## src/design/wcd_pkg.sv

```systemverilog
// Shared types and constants for the worker credit dispatcher.
// Used by wcd_cell and worker_credit_dispatcher_core; no dependencies.
package wcd_pkg;

   localparam int NUM_SLOTS         = 16;
   localparam int SLOT_BITS         = $clog2(NUM_SLOTS);
   localparam int NUM_QUEUES        = 16;
   localparam int QUEUE_BITS        = $clog2(NUM_QUEUES);
   localparam int COUNT_BITS        = 8;
   localparam int WORKER_COUNT_BITS = $clog2(NUM_SLOTS + 1);
   localparam int CMD_BITS          = 3;
   localparam int TAG_BITS          = 32;
   localparam int PRIO_BITS         = 8;
   localparam int PREF_BITS         = 16;

   // Command codes
   localparam logic [CMD_BITS-1:0] CMD_REGISTER = 3'd0;
   localparam logic [CMD_BITS-1:0] CMD_REMOVE   = 3'd1;
   localparam logic [CMD_BITS-1:0] CMD_RELEASE  = 3'd2;
   localparam logic [CMD_BITS-1:0] CMD_ASSIGN   = 3'd3;
   localparam logic [CMD_BITS-1:0] CMD_DRAIN    = 3'd4;

   // One request as it travels down the cell chain, with its partial result
   typedef struct packed {
      logic                         valid;
      logic [CMD_BITS-1:0]          command;
      logic [SLOT_BITS-1:0]         worker_slot;
      logic [NUM_QUEUES-1:0]        queue_mask;
      logic [COUNT_BITS-1:0]        concurrency_limit;
      logic [QUEUE_BITS-1:0]        queue_id;
      logic [TAG_BITS-1:0]          job_tag;
      logic [PRIO_BITS-1:0]         job_priority;
      logic [PREF_BITS-1:0]         payload_ref;
      logic                         granted;
      logic [SLOT_BITS-1:0]         chosen_slot;
      logic [WORKER_COUNT_BITS-1:0] worker_count;
      logic [COUNT_BITS-1:0]        slot_job_count;
   } wcd_pkt_type;

endpackage

```

## src/design/worker_credit_dispatcher_core.sv

```systemverilog
// A request's result passes one register per slot cell of the chain before it
// reaches the ports; rsp_strobe marks it for one cycle.
// Throughput: one request per cycle, sustained while busy is low; results keep request order.
// Reset (synchronous, active high): clears all slots; busy is high during reset
// and for the cycle after it. The result side has no stall.
module worker_credit_dispatcher_core
   import wcd_pkg::*;
(
   input  logic                         clock,
   input  logic                         reset,
   input  logic                         start,
   output logic                         busy,
   input  logic [CMD_BITS-1:0]          req_command,
   input  logic [SLOT_BITS-1:0]         req_worker_slot,
   input  logic [NUM_QUEUES-1:0]        req_queue_mask,
   input  logic [COUNT_BITS-1:0]        req_concurrency_limit,
   input  logic [QUEUE_BITS-1:0]        req_queue_id,
   input  logic [TAG_BITS-1:0]          req_job_tag,
   input  logic [PRIO_BITS-1:0]         req_job_priority,
   input  logic [PREF_BITS-1:0]         req_payload_ref,
   output logic                         rsp_strobe,
   output logic                         rsp_granted,
   output logic [SLOT_BITS-1:0]         rsp_chosen_slot,
   output logic [TAG_BITS-1:0]          rsp_job_tag_out,
   output logic [PRIO_BITS-1:0]         rsp_priority_out,
   output logic [PREF_BITS-1:0]         rsp_payload_ref_out,
   output logic [WORKER_COUNT_BITS-1:0] rsp_worker_count,
   output logic [COUNT_BITS-1:0]        rsp_slot_job_count
);

   logic        busy_ff;
   wcd_pkt_type link [NUM_SLOTS+1];
   wcd_pkt_type last_pkt;

   // Hold busy through reset and the cycle after it
   always_ff @(posedge clock) begin
      if (reset) begin
         busy_ff <= 1'b1;
      end else begin
         busy_ff <= 1'b0;
      end
   end

   assign busy = busy_ff;

   // Build the request entering the first cell
   always_comb begin
      link[0].valid             = start && !busy_ff;
      link[0].command           = req_command;
      link[0].worker_slot       = req_worker_slot;
      link[0].queue_mask        = req_queue_mask;
      link[0].concurrency_limit = req_concurrency_limit;
      link[0].queue_id          = req_queue_id;
      link[0].job_tag           = req_job_tag;
      link[0].job_priority      = req_job_priority;
      link[0].payload_ref       = req_payload_ref;
      link[0].granted           = 1'b0;
      link[0].chosen_slot       = '0;
      link[0].worker_count      = '0;
      link[0].slot_job_count    = '0;
   end

   // Chain of slot cells, lowest slot first
   for (genvar i = 0; i < NUM_SLOTS; i++) begin : g_cell
      wcd_cell u_cell (
         .clock    (clock),
         .reset    (reset),
         .slot_id  (SLOT_BITS'(i)),
         .up_pkt   (link[i]),
         .down_pkt (link[i+1])
      );
   end

   assign last_pkt = link[NUM_SLOTS];

   // Drive results; drop job fields when nothing was granted
   assign rsp_strobe          = last_pkt.valid;
   assign rsp_granted         = last_pkt.granted;
   assign rsp_chosen_slot     = last_pkt.chosen_slot;
   assign rsp_job_tag_out     = last_pkt.granted ? last_pkt.job_tag : '0;
   assign rsp_priority_out    = last_pkt.granted ? last_pkt.job_priority : '0;
   assign rsp_payload_ref_out = last_pkt.granted ? last_pkt.payload_ref : '0;
   assign rsp_worker_count    = last_pkt.worker_count;
   assign rsp_slot_job_count  = last_pkt.slot_job_count;

`ifndef SYNTHESIS
   // A grant always leaves its slot with at least one job
   a_grant_nonzero: assert property (@(posedge clock) disable iff (reset)
      rsp_strobe && rsp_granted |-> rsp_slot_job_count != '0)
      else $error("grant reported with zero job count");

   // Non-assign requests never report a grant
   a_grant_only_assign: assert property (@(posedge clock) disable iff (reset)
      rsp_strobe && (last_pkt.command != CMD_ASSIGN) |-> !rsp_granted)
      else $error("grant on a non-assign request");

   // Ungranted results name slot zero
   a_ungranted_slot: assert property (@(posedge clock) disable iff (reset)
      rsp_strobe && !rsp_granted |-> rsp_chosen_slot == '0)
      else $error("ungranted result names a slot");
`endif

endmodule

```

## src/design/wcd_cell.sv

```systemverilog
// One worker slot of the dispatcher chain: holds the slot state and applies
// each passing request, then hands it to the next cell. Depends on wcd_pkg.
module wcd_cell
   import wcd_pkg::*;
(
   input  logic                 clock,
   input  logic                 reset,
   input  logic [SLOT_BITS-1:0] slot_id,
   input  wcd_pkt_type          up_pkt,
   output wcd_pkt_type          down_pkt
);

   logic                  valid_ff, valid_in;
   logic                  drain_ff, drain_in;
   logic [COUNT_BITS-1:0] jobs_ff, jobs_in;
   logic [COUNT_BITS-1:0] limit_ff, limit_in;
   logic [NUM_QUEUES-1:0] mask_ff, mask_in;
   wcd_pkt_type           fwd_ff, fwd_in;

   logic addressed;
   logic eligible;
   logic slot_cmd;

   // Decode what the passing request means for this slot
   always_comb begin
      addressed = (up_pkt.worker_slot == slot_id);
      eligible  = valid_ff && !drain_ff && (jobs_ff < limit_ff) &&
                  mask_ff[up_pkt.queue_id] && !up_pkt.granted;
      slot_cmd  = (up_pkt.command == CMD_REGISTER) || (up_pkt.command == CMD_REMOVE) ||
                  (up_pkt.command == CMD_RELEASE)  || (up_pkt.command == CMD_DRAIN);
   end

   // Update slot state and the request's partial result
   always_comb begin
      valid_in = valid_ff;
      drain_in = drain_ff;
      jobs_in  = jobs_ff;
      limit_in = limit_ff;
      mask_in  = mask_ff;
      fwd_in   = up_pkt;
      if (up_pkt.valid) begin
         case (up_pkt.command)
            CMD_REGISTER: begin
               if (addressed) begin
                  if (!valid_ff) begin
                     valid_in = 1'b1;
                     drain_in = 1'b0;
                     jobs_in  = '0;
                  end
                  mask_in  = up_pkt.queue_mask;
                  limit_in = up_pkt.concurrency_limit;
               end
            end
            CMD_REMOVE: begin
               if (addressed) begin
                  valid_in = 1'b0;
                  drain_in = 1'b0;
                  jobs_in  = '0;
                  limit_in = '0;
                  mask_in  = '0;
               end
            end
            CMD_RELEASE: begin
               if (addressed && valid_ff && (jobs_ff != '0)) begin
                  jobs_in = jobs_ff - 1'b1;
               end
            end
            CMD_ASSIGN: begin
               // first fit: only the lowest eligible cell sees granted low
               if (eligible) begin
                  jobs_in               = jobs_ff + 1'b1;
                  fwd_in.granted        = 1'b1;
                  fwd_in.chosen_slot    = slot_id;
                  fwd_in.slot_job_count = jobs_ff + 1'b1;
               end
            end
            CMD_DRAIN: begin
               if (addressed && valid_ff) begin
                  drain_in = 1'b1;
               end
            end
            default: begin
            end
         endcase
         if (addressed && slot_cmd) begin
            fwd_in.slot_job_count = jobs_in;
         end
         fwd_in.worker_count = up_pkt.worker_count + WORKER_COUNT_BITS'(valid_in);
      end
   end

   // Hold slot state; advance the request to the next cell
   always_ff @(posedge clock) begin
      if (reset) begin
         valid_ff <= 1'b0;
         drain_ff <= 1'b0;
         jobs_ff  <= '0;
         limit_ff <= '0;
         mask_ff  <= '0;
         fwd_ff   <= '0;
      end else begin
         valid_ff <= valid_in;
         drain_ff <= drain_in;
         jobs_ff  <= jobs_in;
         limit_ff <= limit_in;
         mask_ff  <= mask_in;
         fwd_ff   <= fwd_in;
      end
   end

   assign down_pkt = fwd_ff;

`ifndef SYNTHESIS
   // An empty slot carries no jobs and no drain mark
   a_empty_slot_clean: assert property (@(posedge clock) disable iff (reset)
      !valid_ff |-> (jobs_ff == '0) && !drain_ff)
      else $error("empty slot holds jobs or drain mark");

   // A grant made here leaves the reported count in the slot
   a_grant_count: assert property (@(posedge clock) disable iff (reset)
      fwd_ff.valid && fwd_ff.granted && (fwd_ff.chosen_slot == slot_id)
         |-> (jobs_ff == fwd_ff.slot_job_count) && (jobs_ff != '0))
      else $error("granted count does not match slot count");

   // Grants only come from this cell or cells upstream
   a_grant_upstream: assert property (@(posedge clock) disable iff (reset)
      fwd_ff.valid && fwd_ff.granted |-> fwd_ff.chosen_slot <= slot_id)
      else $error("grant from a downstream slot");

   // Running worker count cannot exceed the cells passed so far
   a_count_bound: assert property (@(posedge clock) disable iff (reset)
      fwd_ff.valid |->
         fwd_ff.worker_count <= ({1'b0, slot_id} + WORKER_COUNT_BITS'(1)))
      else $error("worker count exceeds cells passed");
`endif

endmodule
```

## config.mk

```make
export PLATFORM = sky130hd
export DESIGN_NAME = worker_credit_dispatcher_core
export DESIGN_NICKNAME = d
export VERILOG_FILES = /design/src/design/wcd_pkg.sv /design/src/design/worker_credit_dispatcher_core.sv /design/src/design/wcd_cell.sv
export SDC_FILE = /design/constraint.sdc
export NUM_CORES = 2
export LEC_CHECK = 0
export ABC_CLOCK_PERIOD_IN_PS = 8800
export BUFFER_PORTS_ARGS = -buffer_cell sky130_fd_sc_hd__buf_2
export CAP_MARGIN = 10
export CORE_MARGIN = 2
export CORE_UTILIZATION = 65
export CTS_BUF_LIST = sky130_fd_sc_hd__clkbuf_2
export CTS_CLUSTER_DIAMETER = 30
export DETAILED_ROUTE_END_ITERATION = 8
export PLACE_DENSITY = 0.86
export SYNTH_ARGS = -nofsm -noshare
export SYNTH_HDL_FRONTEND = slang
export SYNTH_SLANG_ARGS = --single-unit
```

## constraint.sdc

```tcl
create_clock -name clock -period 8.8 [get_ports clock]
set_clock_uncertainty 0.15 [all_clocks]
set_input_delay 1.76 -clock clock [delete_from_list [all_inputs] [get_ports clock]]
set_output_delay 1.76 -clock clock [all_outputs]
set_load 0.005 [all_outputs]
```

Word-level counts from Yosys, hierarchy flattened
Cells that the tools add are included.

cells by class
  $add $sub $neg = 47
  $lt $le $gt $ge = 32
  eq/ne operators = 143
  muxes and demuxes = 465
  bitwise operators = 2
  reductions and logical operators = 291

operator list
  cell                   number
  $mux W8                161
  $mux W16               33
  $pmux W16 S2           16
  $pmux W8 S4            16
  $mux W18               15
  $pmux W8 S2            16
  $mux W5                31
  $add A8 B1 Y8 const B  16
  $lt A8 B8 Y1           16
  $mux W1                128
  $reduce_bool A8 Y1     16
  $sub A8 B1 Y8 const B  16
  $logic_and A1 B1 Y1    112
  $eq A3 B2 Y1 const B   32
  $reduce_and A6 Y1      16
  $lt A4 B5 Y1 const B   16
  $add A5 B1 Y5          15
  $bmux W1 S4            16
  $ne A2 B1 Y1 const B   32
  $ne A2 B2 Y1 const B   32
  $reduce_and A4 Y1      16
  $eq A3 B1 Y1 const B   16
  $eq A3 B3 Y1 const B   16
  $logic_not A3 Y1       16
  15 further kinds       165

word-level totals
  register bits = 2270
  input bits = 94
  output and inout port bits = 76
  word-level logic and storage cells = 1265

Longest topological paths before layout
  depth in word-level cells = 9
  depth in mapped cells = 12
  mapped depth without buffers = 11

Cells and area by module
Synthesis repeated with hierarchy kept, for this count alone.

unflattened totals
  cells, all modules = 9206
  area total of the unflattened synthesis = 87879.3 sq um

by module, submodules not included
  module                            instances  cells each  area an instance (sq um)  seq. area each (sq um)
  wcd_cell at g_cell[0].u_cell ...  8          569         5465.2                    2882.8
  wcd_cell at g_cell[6].u_cell ...  3          565         5398.9                    2882.8
  wcd_cell at g_cell[3].u_cell ...  2          573         5470.2                    2882.8
  wcd_cell at g_cell[13].u_cell     1          576         5560.3                    2882.8
  wcd_cell at g_cell[5].u_cell      1          578         5517.8                    2882.8
  wcd_cell at g_cell[9].u_cell      1          593         5496.5                    2882.8
  worker_credit_dispatcher_core     1          66          445.4                     20.0

Worst setup path before layout
OpenSTA, ideal clock, no wires.

  path type = input to register
  start = in req_queue_id[0]
  end = reg g_cell[0].u_cell.jobs_ff[7]
  library setup time = 0.132 ns
  data arrival time = 3.651 ns
  data required time = 8.518 ns
  slack = 4.867 ns
  stages = 8
  path buffers = 1
  cells stage by stage = mux4_2 > mux2_2 > o2111ai_1 > nor3_1 > buf_2 > a2111o_1 > nand2_1 > a21oi_1

between the ends
  longest elaborated chain between the ends = 5

RTL lines
  what                           line                                 source
  from (decl)                    worker_credit_dispatcher_core.sv:17  input logic [QUEUE_BITS-1:0] req_queue_id,
  $bmux W1 S4                    wcd_cell.sv:28                       mask_ff[up_pkt.queue_id] && !up_pkt.granted;
  $mux W1 (not written as such)  wcd_cell.sv:28
  $logic_and A1 B1 Y1            wcd_cell.sv:27                       eligible = valid_ff && !drain_ff && (jobs_ff < limit_ff) &&
  $mux W8                        wcd_cell.sv:70                       if (eligible) begin
  $pmux W8 S4                    wcd_cell.sv:42                       case (up_pkt.command)
  to (signal assigned)           wcd_cell.sv:104                      jobs_ff <= jobs_in;
  to (decl)                      wcd_cell.sv:15                       logic [COUNT_BITS-1:0] jobs_ff, jobs_in;

Every way passes these cells. The select of a mux whose other input is x is not followed.
A chain may end at the register's enable or synchronous reset.

Worst setup path in the final report
  start = reg g_cell[15].u_cell.fwd_ff (netlist bit g_cell[15].u_cell.down_pkt[17])
  end = out rsp_job_tag_out[1]

between the ends
  longest elaborated chain between the ends = 1

RTL lines
  what                    line                                 source
  from (decl)             wcd_cell.sv:18                       wcd_pkt_type fwd_ff, fwd_in;
  from (signal assigned)  wcd_cell.sv:107                      fwd_ff <= fwd_in;
  $mux W32                worker_credit_dispatcher_core.sv:80  assign rsp_job_tag_out = last_pkt.granted ? last_pkt.job_tag : '0;
  to (decl)               worker_credit_dispatcher_core.sv:24  output logic [TAG_BITS-1:0] rsp_job_tag_out,

Every way passes these cells.

==> results_dict.tcl <==
set metrics [dict create \
    clk_pin_slew_ns 0.14 \
    htreeDepth 6 \
    status "finished clean" \
    ys_types 102 \
    finalPower_mw 17.6 \
    yosysWarnings 0 \
    cts_sinks 2245 \
    synth.cell_area_um2 83700 \
    wirelength_um 192000 \
    holdWs_ns 0.164 \
    vias 62100 \
    maxCapViolCount 0 \
    die_w_um 363 \
    cp-end-kind "output port" \
    synth.most_common_cell "dfxtp_1" \
    clock_path_buffers 4 \
    grt_use_met1_pct 34.1 \
    area_delta_synth_final_pct 7.59 \
    synth_compound_area_share_pct 11.2 \
    holdPathStages 2 \
    vias_per_cell 5.61 \
    finalSetupTns_ns 0 \
    synth_top_area_share_pct 53.7 \
    cts_setup_buffers 0 \
    rsz0062_at_grt "false" \
    hold_violations 0 \
    min_from "req_job_tag[29]" \
    criticalPathCategory "flip-flop to output port" \
    grt_max_degree 250 \
    yosys.area.top_type "dfxtp_1" \
    chipHeight_um 363 \
    drive_above_1_share_pct 12.6 \
    slew_headroom_pct 17.3 \
    cts_tree "yes" \
    final_nets 9323 \
    first_pass_iters 6 \
    required_ns 6.89 \
    start_kind "flip-flop" \
    cts_resized 0 \
    synthArstFlopShare_pct 0 \
    period_share_pct 52.7 \
    synth-adder-area-share_pct 2.90 \
    rows 131 \
    synth_xor_area_share_pct 1.41 \
    max_slew.worst_pin.slew_ns 1.24 \
    overflow 0 \
    wire_per_inst_um 17.3 \
    setup_viol 0 \
    gr-usage-met3_pct 5.21 \
    synth_top_family_by_area "simple AND/OR/NAND/NOR gates" \
    ioPinCount 170 \
    io_buffers 169 \
    peakVddDrop_v 0.000172 \
    drc_errors 0 \
    max_freq_ghz 0.216 \
    maxSlewViolCount 0 \
    start_util_pct 65.5 \
    dpl_worst_slack_ns 4.12 \
    placed_area_um2 84700 \
    syn_area_per_cell_um2 9.47 \
    grt_pass1_vias 60800 \
    synth_simple_gate_area_share_pct 24.2 \
    p_leak_nw 34.4 \
    critPathMaxFanout 57 \
    design.core.area_um2 128000 \
    synth-seq-cells 2245 \
    synth_fp_nets 9120 \
    insertion_delay_ns 1.67 \
    use_met2_pct 48.9 \
    syn_inst 8836 \
    min_path_type "input pin to flip-flop" \
    place.gp.congestion 0.943 \
    arrival_ns 2.73 \
    die_area_um2 132000 \
    power_density_nw_per_um2 195 \
    cts_made_buffers 560 \
    r2r.worst_path.cells 9 \
    antenna_found_initial 5 \
    synth_area_leaders "dfxtp_1 54%, nor2b_1 11%, a21oi_1 4.0%" \
    rrSetupSlack_ns 4.96 \
    worst_slack_ns 4.16 \
    synthFlopType "dfxtp_1" \
    synthMuxAreaShare_pct 2.75 \
    stdcell_area_um2 90000 \
    nFillCells 9551 \
    grt_pass1_wl_um 309000 \
    antenna_violating_nets_post_route 0 \
    root_buffer "clkbuf_2" \
    grt.total_usage_pct 28.5 \
    holdPathEnd "g_cell[0].u_cell.down_pkt[71]$_SDFF_PP0_" \
    seq_area_frac_synth_pct 53.7 \
    reg2reg_from "g_cell[13].u_cell.jobs_ff[5]$_SDFFE_PP0P_" \
    synth_edf_count 0 \
    synth_common_cells "2245 x dfxtp_1, 1437 x nor2b_1, 679 x nand2_1" \
    busiest_layer "met2" \
    hpwl_um 129000 \
    period_minus_slack_ns 4.64 \
    drt_iter0_drc 4773 \
    regToRegEndpoint "g_cell[13].u_cell.down_pkt[0]$_SDFF_PP0_" \
]
[worst max-delay path: stages (launching register included)]
cell     delay (ns)
dfxtp_1        0.32
buf_4          0.36
and2_1         0.22
buf_2          0.13
[metal layers]
layer / part of all wire, % / routed length [um] / vias up
li1: - / - / 30600
met1: 41 / 78800 / 29000
met2: 49 / 94200 / 2044
met3: 5.4 / 10400 / 496
met4: 4.3 / 8200 / 0
met5: 0 / 0 / -
[metrics by stage]
stage | std cells | util, %
floorplan | 8836 | -
global placement | 10100 | 66.3
detailed placement | 10100 | 66.3
CTS | 11100 | 70.5
global route | 11100 | 70.5
finish | 11100 | 70.5
[cells by family after synthesis]
logic type | count (synthesis)
fa+ha+maj | 195
simple gates | 3804
xor+xnor | 135
buf+inv | 829
flops | 2245
mux | 146
compound gates | 1482
[flip-flops by register name, indices dropped and copies added (netlist names)]
| signal | cells |
|---|---|
| busy | 1 |
| g_cell.u_cell.valid_ff | 16 |
| g_cell.u_cell.drain_ff | 16 |
| g_cell.u_cell.limit_ff | 128 |
| g_cell.u_cell.mask_ff | 256 |
| g_cell.u_cell.jobs_ff | 128 |
| g_cell.u_cell.down_pkt | 1700 |
[power by group]
group          switching [mW]  internal [mW]  total (mW)  leakage (nW)
logic                   0.238         0.0993       0.337          12.5
registers              0.0432           10.2        10.3          18.1
clock network            3.92           3.05        6.97          3.80
total                    4.20           13.4        17.6          34.4
[what timing repair did]
action | 4_1_cts | 5_1_grt
endpoints found under the setup margin | 0 | 0
hold buffers | 27 | 0
endpoints found under the hold margin | 27 | 0
[how the worst max path moves through the flow]
stage | from | end | cells after the start
5_1_grt | g_cell[15].u_cell.down_pkt[17]$_SDFF_PP0_ | rsp_job_tag_out[1] | 3
4_1_cts | g_cell[15].u_cell.down_pkt[17]$_SDFF_PP0_ | rsp_job_tag_out[1] | 3
2_1_floorplan | req_queue_id[0] | g_cell[0].u_cell.jobs_ff[7]$_SDFFE_PP0P_ | 8
6_report | g_cell[15].u_cell.down_pkt[17]$_SDFF_PP0_ | rsp_job_tag_out[1] | 3
3_3_place_gp | reset | g_cell[0].u_cell.down_pkt[19]$_SDFF_PP0_ | 4
3_5_place_dp | reset | g_cell[12].u_cell.down_pkt[62]$_SDFF_PP0_ | 4
[cell type report]
cell class	instances	area (um2)	area share, %
Tap cell	1662	2080	2.31
Clock inverter	154	1280	1.42
Timing Repair Buffer	236	1510	1.67
Clock buffer	760	3800	4.22
Multi-Input combinational cell	5762	35500	39.5
Inverter	234	878	0.975
Antenna cell	10	25.0	0.0278
Sequential cell	2245	44900	49.9
[cells in the final DEF, fill, tap and decap left out, types with 82 or more instances in the layout]
cell type / n
clkinv_1: 93
clkbuf_2: 760
and3_1: 90
buf_2: 168
nor2b_1: 1437
inv_1: 231
a21oi_1: 663
ha_1: 190
and2_1: 82
nand3_1: 494
nor2_1: 555
dfxtp_1: 2245
nor3_1: 121
o21ai_0: 200
nand2_1: 679
Power figures use the tool's default switching activity.
